<file path="config.mk">
export PLATFORM = sky130hd
export DESIGN_NAME = rpa_cfg_regs
export DESIGN_NICKNAME = d
export VERILOG_FILES = /design/src/rtl/core/rpa_pkg.sv /design/src/rtl/core/rpa_cfg_regs.sv
export SDC_FILE = /design/constraint.sdc
export NUM_CORES = 1
export LEC_CHECK = 0
export ABC_AREA = 1
export BUFFER_PORTS_ARGS = -buffer_cell sky130_fd_sc_hd__buf_2
export CAP_MARGIN = 10
export CORE_MARGIN = 1
export CORE_UTILIZATION = 61
export CTS_BUF_LIST = sky130_fd_sc_hd__clkbuf_8
export DETAILED_ROUTE_END_ITERATION = 10
export PLACE_DENSITY_LB_ADDON = 0.25
export SLEW_MARGIN = 40
export SYNTH_ARGS = -nofsm -noshare
export SYNTH_HDL_FRONTEND = slang
export SYNTH_SLANG_ARGS = --single-unit
</file>
<file path="constraint.sdc">
create_clock -name i_clk -period 6.65 [get_ports i_clk]
set_clock_uncertainty 0.2 [all_clocks]
set_input_delay 1.33 -clock i_clk [delete_from_list [all_inputs] [get_ports i_clk]]
set_output_delay 1.33 -clock i_clk [all_outputs]
set_load 0.005 [all_outputs]
</file>
<file path="src/rtl/core/rpa_pkg.sv">
// Shared types, codes and defaults for the refcounted page allocator.
package rpa_pkg;

    localparam int ADDR_W        = 40;
    localparam int CNT_VAL_W     = 8;
    localparam int NUM_PAGES_DEF = 32768;
    localparam int PAGE_BITS_DEF = 12;

    localparam logic [ADDR_W-1:0] BASE_RST   = 40'h00_8000_0000;
    localparam logic [ADDR_W-1:0] TOP_RST    = 40'h00_8800_0000;
    localparam logic [ADDR_W-1:0] USABLE_RST = 40'h00_8002_0000;

    localparam logic [CNT_VAL_W-1:0] CNT_MAX = 8'hFF;

    // register indexes on the config port
    localparam int CFG_IDX_W = 2;
    localparam logic [CFG_IDX_W-1:0] CFG_BASE   = 2'd0;
    localparam logic [CFG_IDX_W-1:0] CFG_TOP    = 2'd1;
    localparam logic [CFG_IDX_W-1:0] CFG_USABLE = 2'd2;

    typedef enum logic [1:0] {
        FN_ALLOC   = 2'd0,
        FN_FREE    = 2'd1,
        FN_ADD_REF = 2'd2,
        FN_READ    = 2'd3
    } t_func;

    typedef enum logic [2:0] {
        ST_OK        = 3'd0,
        ST_NO_PAGES  = 3'd1,
        ST_BAD_ADDR  = 3'd2,
        ST_UNDERFLOW = 3'd3,
        ST_SATURATED = 3'd4
    } t_status;

    typedef struct packed {
        logic [ADDR_W-1:0] base;
        logic [ADDR_W-1:0] top;
        logic [ADDR_W-1:0] usable;
    } t_region;

    typedef struct packed {
        logic [ADDR_W-1:0]    page_address;
        logic [CNT_VAL_W-1:0] ref_value;
        logic                 page_freed;
        t_status              status;
    } t_rsp;

endpackage

</file>
<file path="src/rtl/core/rpa_cfg_regs.sv">
// Region registers and page count of the configured region.
module rpa_cfg_regs #(
    parameter int NUM_PAGES = rpa_pkg::NUM_PAGES_DEF,
    parameter int PAGE_BITS = rpa_pkg::PAGE_BITS_DEF
) (
    input  logic                           i_clk,
    input  logic                           i_rst_n,
    input  logic                           i_we,
    input  logic [rpa_pkg::CFG_IDX_W-1:0]  i_index,
    input  logic [rpa_pkg::ADDR_W-1:0]     i_data,
    output rpa_pkg::t_region               o_region,
    output logic [$clog2(NUM_PAGES+1)-1:0] o_pages
);
    import rpa_pkg::*;

    localparam int CNT_W = $clog2(NUM_PAGES + 1);

    t_region           r_region;
    logic [ADDR_W-1:0] span;
    logic [ADDR_W:0]   span_ext;

    always_ff @(posedge i_clk) begin
        if (!i_rst_n) begin
            r_region.base   <= BASE_RST;
            r_region.top    <= TOP_RST;
            r_region.usable <= USABLE_RST;
        end else if (i_we) begin
            case (i_index)
                CFG_BASE:   r_region.base   <= i_data;
                CFG_TOP:    r_region.top    <= i_data;
                CFG_USABLE: r_region.usable <= i_data;
                default:    ;
            endcase
        end
    end

    // whole pages in [base, top), capped at the table size
    always_comb begin
        span     = (r_region.top - r_region.base) >> PAGE_BITS;
        span_ext = {1'b0, span};
        if (r_region.top <= r_region.base) begin
            o_pages = '0;
        end else if (span_ext > (ADDR_W+1)'(NUM_PAGES)) begin
            o_pages = CNT_W'(NUM_PAGES);
        end else begin
            o_pages = span_ext[CNT_W-1:0];
        end
    end

    assign o_region = r_region;
endmodule

</file>
Word level (Yosys, flattened, before mapping)
Index checks and enable logic that the tools add are counted.
- equality and inequality tests: 2
- magnitude comparators: 2
- muxes and demuxes: 2
- add/subtract/negate cells: 1
- reduce and logical (&&, ||, !) cells: 4
- operator list (operator ; number):
    40-bit less-or-equal comparator ; 1
    40-bit subtractor ; 1
    16-bit 2-to-1 mux ; 2
    28-bit by 16-bit greater-than comparator with 1-bit output, second input constant ; 1
    2-bit AND reduction ; 3
    2-bit by 1-bit == test with 1-bit output, second input constant ; 1
    2-bit == test, second input constant ; 1
    2-bit zero test ; 1
- logic and storage cells: 14
- output and inout bits: 136
- register bits: 120

Depth between registers and ports, before layout
Gate-level depths: netlist of the first run.
- depth after elaboration: 4
- gate-level depth with buffers: 22
- depth with buffers taken out: 21

Worst setup path after synthesis of the first run
OpenSTA, ideal clock, no wires.
- kind: register -> output
- from: register r_region (netlist bit o_region[98])
- to: output o_pages[10]
- slack: 2.961 ns
- required time: 5.120 ns
- arrival: 2.159 ns
- stages on the path, launching flop included: 19
- buffers on the path: 1
- cells stage by stage: dfxtp_1 inv_1 ha_1 nand2_2 inv_1 nand2_1 nand3_1 a21oi_1 nand3_2 nand2_1 nand2_1 nor2_1 nand2_1 nor2_1 nand2_1 nand2_1 nand3_2 buf_6 nor2_2
- word-level cells in the longest chain between the ends: 4
- elaborated cells on any way between the ends: 5
- those cells by class: 1 x add/sub; 2 x order compare; 2 x mux
- RTL lines (what ; RTL line ; text):
    from (decl) ; rpa_cfg_regs.sv:18 ; t_region r_region;
    40-bit subtractor ; rpa_cfg_regs.sv:39 ; span = (r_region.top - r_region.base) >> PAGE_BITS;
    28-bit by 16-bit greater-than comparator with 1-bit output ; rpa_cfg_regs.sv:43 ; end else if (span_ext > (ADDR_W+1)'(NUM_PAGES)) begin
    16-bit 2-to-1 mux ; rpa_cfg_regs.sv:43 ;
    16-bit 2-to-1 mux (*) ; rpa_cfg_regs.sv:41 ; if (r_region.top <= r_region.base) begin
    to (decl) ; rpa_cfg_regs.sv:12 ; output logic [$clog2(NUM_PAGES+1)-1:0] o_pages
Mark *: on every way between the ends. The rest lies on a longest branch, timed or not.

Worst setup path in the final report of the first run
- from: register r_region (netlist bit o_region[98])
- to: output o_pages[2]
The elaborated chain is that of the path after synthesis.

==> metrics.md, run 1 <==
| Metric | Value |
|---|---|
| Status | finished, final reports clean |
| Max Clk Rate | a little over 200 MHz |
| VDD IR-drop max | approximately 0.00021 V |
| Final Critical Period | 4866 ps |
| Unrepaired setup endpoints after global routing | false |
| CTS tree | done |
| Synth cell types | 31 |
| WHS | 271.9 ps |
| Avg Vias per Cell | 5.290 |
| Final max-slew violation count | 0 |
| Final setup violation count | 0 |
| PortBufs | 180 |
| GRT Residual Overflow | 0 |
| Yosys warns | 0 |
| TritonCTS buffer count | 17 |
| Seq pwr share | 33.9% |
| Flops & latches, synth | 120 |
| Wire per inst | ~15 um |
| Worst-Skew Late Latency | 430 ps |
| Reg2reg start | o_region[111] |
| Largest net degree at the start of global routing | 78 |
| Postcts setup bufs | 0 |
| Post-synthesis mux area share | 0% |
| Tot Pwr | 2.299 mW |
| Post-layout nets | 1514 |
| Crit Path Class | reg2out |
| Power share of the clock group | roughly a third |
| Max stage delay on crit path | between 300 and 400 ps |
| Initial Utilization | 63.11% |
| Logic pwr share | 31.1% |
| Final hold vios | 0 |
| HPWL reported at the end of detailed placement | 18380 um |
| Number of global-route vias before repair | 7737 |
| Hold Startpoint | o_region[92] |
| Antenna Nets Post-Route | 0 |
| Hold WC Path Type | reg2reg |
| Worst Setup End Kind | primary output |
| First-pass GRT wire length | 38670 um |
| Post-cts resize count | 0 |
| Placed cell area | 8665 um2 |
| Hold path depth | 2 |
| Share of layout cells above drive strength 1 | slightly below 20% |
| Routed WL | 24440 um |
| Most used cell, CP | nand2_1 |
| Layout area overhead | 19.68% |
| Critical path fanouts, max | 15 |
| Simple-gate portion of the synthesized area | 35.54% |
| ANT cells | 0 |
| IO Pins | between 150 and 200 |
| Max reg flops | 120 |
| Highest-delay cell along the critical path | ha_1 |
| Die height | ~110 um |
| Cell Int Power | 1.476 mW |
| Total number of vias | 8517 |
| Slew HR | approximately half |
| Setup_tns | 0 ps |
| Clock Tree Root | clkbuf_8 |
| Reg2Reg Setup Slack | roughly 5700 ps |
| Fillers | 1016 |
| Antenna violations before repair | 0 |
| Design area | 9148 um2 |
| Pwr Density | 251.3 nW/um2 |
| CP required | about 5100 ps |
| Placed Cells incl. Taps | around 1600 |
| Post-synthesis sequential area ratio | 31.43% |
| Die area | 12980 um2 |
| Leakage | 5.150 nW |
| Die X | 113.9 um |
| Final Cycle Share | 73.17% |
| Reg clk slew, reported paths | 80 ps |
| Finished Layout Cells | between 1500 and 2000 |
| Area share of fa/ha/maj cells after synthesis | 6.548% |
| Reg2reg path depth | 2 |
| Sw frac | 35.81% |
| Syn avg cell area | 6.057 um2 |
| Cells after Synth | 1262 |
| Compound-Gate Fraction of Synth Area | ~14% |
| CTS Hold Buffers Added | 0 |
| Total of max-cap violations | 0 |
| Syn_nets | 1347 |
| NetSw | 823.1 uW |
| Post-Synth XOR/XNOR Area | 0.1146% |
| H-tree depth | 4 |
| Startpoint Class | flop |
| Measured slew at the worst slew-check pin | 721.0 ps |
| 1st-iter DRT viols | 734 |
| Crit-path cells | inv_1 > ha_1 > nand2_2 > inv_1 > nand2_1 > nand3_1 > a21oi_1 > nand3_2 > nand2_2 > nand3_1 > nand2_1 > nand2_1 > nor2_1 > nand2_1 > nor2_2 > nand3_2 > nor2_1 > buf_2 |
| CTS sink cnt | 120 |
| Setup crit start | o_region[98] |
| DRC | 0 |
| Largest family of logic cells by synthesized area | simple AND/OR/NAND/NOR gates |
| Synthesized cell area | about 7600 um2 |
| WP data arrival | 3340 ps |
| Gp weighted congestion | 1.008 |
| Overall routing resource usage | 38.25% |
| Clock Path Buffers | 2 |
| Core area | 12110 um2 |
| DRT Pass-1 Iters | 8 |
| # rows | 40 |
[stage by stage]
stage               utilization [%]  worst slack (ps)
floorplan                         -              2961
global placement              71.37              2304
detailed placement            71.54              2262
CTS                           75.53              1765
global route                  75.53              1407
finish                        75.53              1784
[power by group through the flow]
stage	Combinational (mW)	Sequential, mW	Clock [mW]
floorplan	0.489	0.796	0
global route	0.806	0.784	0.839
finish	0.715	0.780	0.803
CTS	0.702	0.779	0.809
detailed placement	0.695	0.794	0
global placement	0.691	0.792	0
[worst max-delay path, delay by kind of cell, from the launching register on]
kind            cells  cell delay, ps
buf+inv             3             250
compound gates      1             280
simple gates       13            1650
fa+ha+maj           1             370
flops               1             340
[worst paths after layout]
check / endpoint
max: o_pages[2]
max reg2reg: o_region[111]
min: o_region[92]
min reg2reg: o_region[92]
[synthesized netlist by cell type]
cell      instances  share of area, %
a211oi_1          1             0.098
a21boi_0          1             0.098
a21oi_1          69               4.5
a21oi_2           2              0.23
a31oi_1           1             0.082
and2_1            2              0.16
buf_6             1              0.15
clkbuf_1         37               1.8
clkinv_1          3              0.15
dfxtp_1         120                31
ha_1             40               6.5
inv_1           201               9.9
inv_2             5              0.25
nand2_1         311                15
nand2_2          19               1.6
nand3_1          37               2.4
nand3_2           7              0.92
nand3b_1          4              0.39
nand4_1           9              0.74
nor2_1          222                11
nor2_2           21               1.7
nor2_4            4              0.59
nor3_1            6              0.39
nor3_2            2              0.26
nor3_4            1              0.21
o211ai_1          2              0.20
o21ai_0         126               8.3
o21ai_1           1             0.065
o21ai_2           1              0.11
o21bai_1          5              0.49
xor2_1            1              0.11
[metal layers]
metal  vias to the layer above  share of wire (%)  routed length (um)  global-route usage (%)
met5                         -                  0                   0                       0
met4                         0                2.0                 499                   11.95
met3                        44                9.8                2404                   9.299
met2                       409                 43               10630                   58.75
met1                      3816                 45               10910                   52.82
li1                       4248                  -                   -                       -
[cells in the final DEF, fill, tap and decap left out, types with 19 or more instances in the layout]
master / synthesis / routed
nand2_1: 311 / 311
nor2_1: 222 / 221
inv_1: 201 / 200
buf_2: 0 / 180
o21ai_0: 126 / 126
dfxtp_1: 120 / 120
a21oi_1: 69 / 69
ha_1: 40 / 40
nand3_1: 37 / 37
nor2_2: 21 / 22
nand2_2: 19 / 19
[kinds of logic after synthesis]
group           after synthesis
flops                       120
fa+ha+maj                    40
simple gates                645
xor+xnor                      1
buf+inv                     247
compound gates              209
[layout make-up]
| type | count | area [um2] | share of cell area (%) |
|---|---|---|---|
| multi-input combinational | 895 | 4309 | 47.11 |
| timing repair buffer | 186 | 958.4 | 10.48 |
| inverter | 209 | 784.5 | 8.576 |
| clock buffer | 17 | 234.0 | 2.558 |
| sequential | 120 | 2402 | 26.26 |
| tap | 168 | 210.2 | 2.298 |
| clock inverter | 15 | 249.0 | 2.722 |
Note: power is estimated with default switching activity, not from simulation.
==> inputs of run 2 (changes only) <==
--- a/config.mk
+++ b/config.mk
@@ -5,11 +5,11 @@
 export SDC_FILE = /design/constraint.sdc
 export NUM_CORES = 1
 export LEC_CHECK = 0
-export ABC_AREA = 1
+export ABC_AREA = 0
 export BUFFER_PORTS_ARGS = -buffer_cell sky130_fd_sc_hd__buf_2
 export CAP_MARGIN = 10
 export CORE_MARGIN = 1
-export CORE_UTILIZATION = 61
+export CORE_UTILIZATION = 50
 export CTS_BUF_LIST = sky130_fd_sc_hd__clkbuf_8
 export DETAILED_ROUTE_END_ITERATION = 10
 export PLACE_DENSITY_LB_ADDON = 0.25
==> constraint.sdc (replaced) <==
create_clock -name i_clk -period 3.9 [get_ports i_clk]
set_clock_uncertainty 0.2 [all_clocks]
set_input_delay 0.78 -clock i_clk [delete_from_list [all_inputs] [get_ports i_clk]]
set_output_delay 0.78 -clock i_clk [all_outputs]
set_load 0.005 [all_outputs]
==> metrics.md, run 2 <==
| Metric | Value |
|---|---|
| Pwr Density | 353.1 nW/um2 (+41%) |
| Startpoint Class | flop |
| Largest family of logic cells by synthesized area | compound AO/OA/AOI/OAI gates |
| Post-synthesis sequential area ratio | 32.63% (+1.2 points) |
| Crit Path Class | reg2out |
| Synth cell types | 77 (+150%) |
| Worst Setup End Kind | primary output |
| PortBufs | 180 (unchanged) |
| Die area | 15220 um2 (+17%) |
| DRT Pass-1 Iters | 7 (-1) |
| WP data arrival | 3880 ps (+540 ps) |
| Simple-gate portion of the synthesized area | 25.95% (-9.6 points) |
| Crit path buf inv count | 3 (unchanged) |
| Largest net degree at the start of global routing | 65 (-17%) |
| Antenna violations before repair | 1 (+1) |
| CTS tree | done |
| Area share of fa/ha/maj cells after synthesis | 6.797% (+0.25 points) |
| Most frequent cell after synthesis | nand2_1 |
| WHS | 263.1 ps (-8.790 ps) |
| Crit-path cells | inv_1 > ha_4 > a21oi_4 > o21ai_2 > or3_1 > or3_4 > a31oi_1 > or4b_4 > a2111oi_4 > nand3_4 > buf_6 > nor4b_4 > buf_2 |
| Clock Path Buffers | 2 (unchanged) |
| 1st-iter DRT viols | 605 (-18%) |
| Leakage | 5.191 nW (+0.80%) |
| Most common cell after layout, fill and taps aside | nand2_1 |
| Gp weighted congestion | 0.9326 (-7.5%) |
| Core area | 14100 um2 (+16%) |
| GRT Residual Overflow | 0 (unchanged) |
| Post-Synth XOR/XNOR Area | 2.022% (+1.9 points) |
| H-tree depth | 4 (unchanged) |
| Compound-Gate Fraction of Synth Area | 26.47% (+12 points) |
| Failing checks | setup timing |
| Slew HR | 46.32% (-5.6 points) |
| Layout area overhead | 54.32% |
| Total of max-cap violations | 0 (unchanged) |
| Placed cell area | 10140 um2 (+17%) |
| CP top delay family | simple AND/OR/NAND/NOR gates |
| Design area | 11360 um2 (+24%) |
| Overall routing resource usage | 35.83% (-2.4 points) |
| HPWL reported at the end of detailed placement | 19560 um (+6.4%) |
| Reg clk slew, reported paths | 90 ps (about the same) |
| Hold WC Path Type | reg2reg |
| Pre-CTS setup slack | -516.0 ps (-2778 ps) |
| Most frequent cells in the layout | nand2_1, buf_4, buf_2, a21boi_0, dfxtp_1 |
| Worst-Skew Late Latency | 450 ps (+20 ps) |
| Max stage delay on crit path | 490 ps (+120 ps) |
| Final setup violation count | 16 (+16) |
| Number of global-route vias before repair | 8209 (+6.1%) |
| Tot Pwr | 4.013 mW (+75%) |
| Post-synthesis mux area share | 0.5438% (+0.54 points) |
| Syn_nets | 1053 (-22%) |
| Final max-slew violation count | 0 (unchanged) |
| Fin worst setup slack | -963.6 ps (-2748 ps) |
| Avg Vias per Cell | 5.562 (+5.1%) |
| Initial Utilization | 52.24% (-11 points) |
| TritonCTS buffer count | 17 (unchanged) |
| Total number of vias | 8693 (+2.1%) |
| DRC | 0 (unchanged) |
| Clock Tree Root | clkbuf_8 |
| Area leader, netlist | dfxtp_1 |
| Post-layout nets | 1454 (-4.0%) |
| Wire per inst | 17.38 um (+14%) |
| Critical path fanouts, max | 7 (-8) |
| VDD IR-drop max | 0.0002984 V (+41%) |
| CP required | 2920 ps (-2200 ps) |
| Share of layout cells above drive strength 1 | 44.14% (+25 points) |
| CTS Hold Buffers Added | 0 (unchanged) |
| First-pass GRT wire length | 41810 um (+8.1%) |
| Die height | 123.4 um (+8.3%) |
| Status | finished with violations |
| Final Critical Period | around 5000 ps |
| Post-synth top area share | 32.63% (+1.2 points) |
| Unrepaired setup endpoints after global routing | true |
| Max Clk Rate | 205.6 MHz |
| Final Cycle Share | 124.7% |
| CTS sink cnt | 120 (unchanged) |
| Final design utilization | 80.61% (+5.1 points) |
| Max reg flops | 120 (unchanged) |
| IO Pins | 181 (unchanged) |
| Synth area leaders | dfxtp_1, nand2_1, a21boi_0, ha_1, a21oi_1 |
| Post-synth EDFFs | 0 (unchanged) |
| Synthesized cell area | 7363 um2 (-3.7%) |
| Die X | 123.4 um (+8.3%) |
| # rows | 43 (+7.5%) |
| Most used flip-flop cell after synthesis | dfxtp_1 |
| Routed WL | 27160 um (+11%) |
| Highest-delay cell along the critical path | or4b_4 |
| Yosys warns | 0 (unchanged) |
| Cells after Synth | 968 (-23%) |
| Synth cell count leaders | nand2_1, dfxtp_1, a21boi_0 |
| Measured slew at the worst slew-check pin | 802.8 ps (+81.87 ps) |
| Syn avg cell area | 7.607 um2 (+26%) |
| Final hold vios | 0 (unchanged) |
| Hold path depth | 2 (unchanged) |
| WP depth | 13 (-5) |
| Antenna Nets Post-Route | 0 (unchanged) |
| Reg2reg path depth | 3 (+1) |
| Async set-reset flop share out of synthesis | 0% (unchanged) |
| Flops & latches, synth | 120 (unchanged) |
==> run 2: cell count changes after synthesis, sizes merged, moves of 8 or more <==
cell,before,now
xnor2,0,12
a21o,0,8
inv,206,47
nand3,44,15
o21ai,128,35
nand2,330,282
nor2,247,21
nor4,0,11
clkbuf,37,48
nor4b,0,8
a211oi,1,9
a21oi,71,51
a21boi,1,115
==> run 2: power by group <==
part / switching (mW) / leakage (nW) / internal, mW
logic: 0.798 / 4.01 / 0.785
clock network: 0.658 / 0.189 / 0.478
registers: 0.0269 / 0.988 / 1.27
==> run 2: worst reg2reg max path, cell delays in order (launching register included) <==
cell and delay, ps:
dfxtp_2 380, buf_4 120, nand2_1 40, a21boi_0 240
==> run 2: logic make-up (layout without fill, tap and decap cells) <==
logic type	after synthesis	count (layout)
compound gates	276	276
other cells	0	1
simple gates	408	408
fa+ha+maj	40	40
xor+xnor	17	17
mux	4	4
flops	120	120
buf+inv	103	517
==> run 2: what timing repair did <==
item / in CTS / in global routing
gates cloned: 2 / 0
setup endpoints to repair: 16 / 16
gates resized for setup: 132 / 21
pin swaps: 42 / 18
buffers inserted: 13 / 6
==> run 2: worst paths after layout <==
path,startpoint,to,slack (ps)
setup / recovery,o_region[91],o_pages[10],-960
hold / removal,o_region[9],o_region[9],260
setup reg to reg,o_region[48],o_region[48],2820
hold reg to reg,o_region[9],o_region[9],260
==> run 2: area by class of cell <==
class	instances	area [um2]
Sequential cell	120	2436
Antenna cell	1	2.502
Clock inverter	15	155.1
Clock buffer	17	234.0
Timing Repair Buffer	438	2894
Fill cell	966	2733
Tap cell	180	225.2
Inverter	47	176.4
Multi-Input combinational cell	745	5240
==> run 2: routing by layer <==
layer / vias up / track usage (%) / part of all wire [%]
li1: 4183 / - / -
met1: 4121 / 47.96 / 45
met2: 335 / 55.94 / 45
met3: 54 / 8.533 / 7.2
met4: 0 / 12.73 / 2.3
met5: - / 0 / 0
==> run 2: per-stage QoR <==
step	TNS [ps]	cells
after global placement	-7007	1511
final	-13730	1563
after CTS	-11130	1556
after global routing	-16110	1562
after detailed placement	-7447	1511
after floorplan	-2429	968
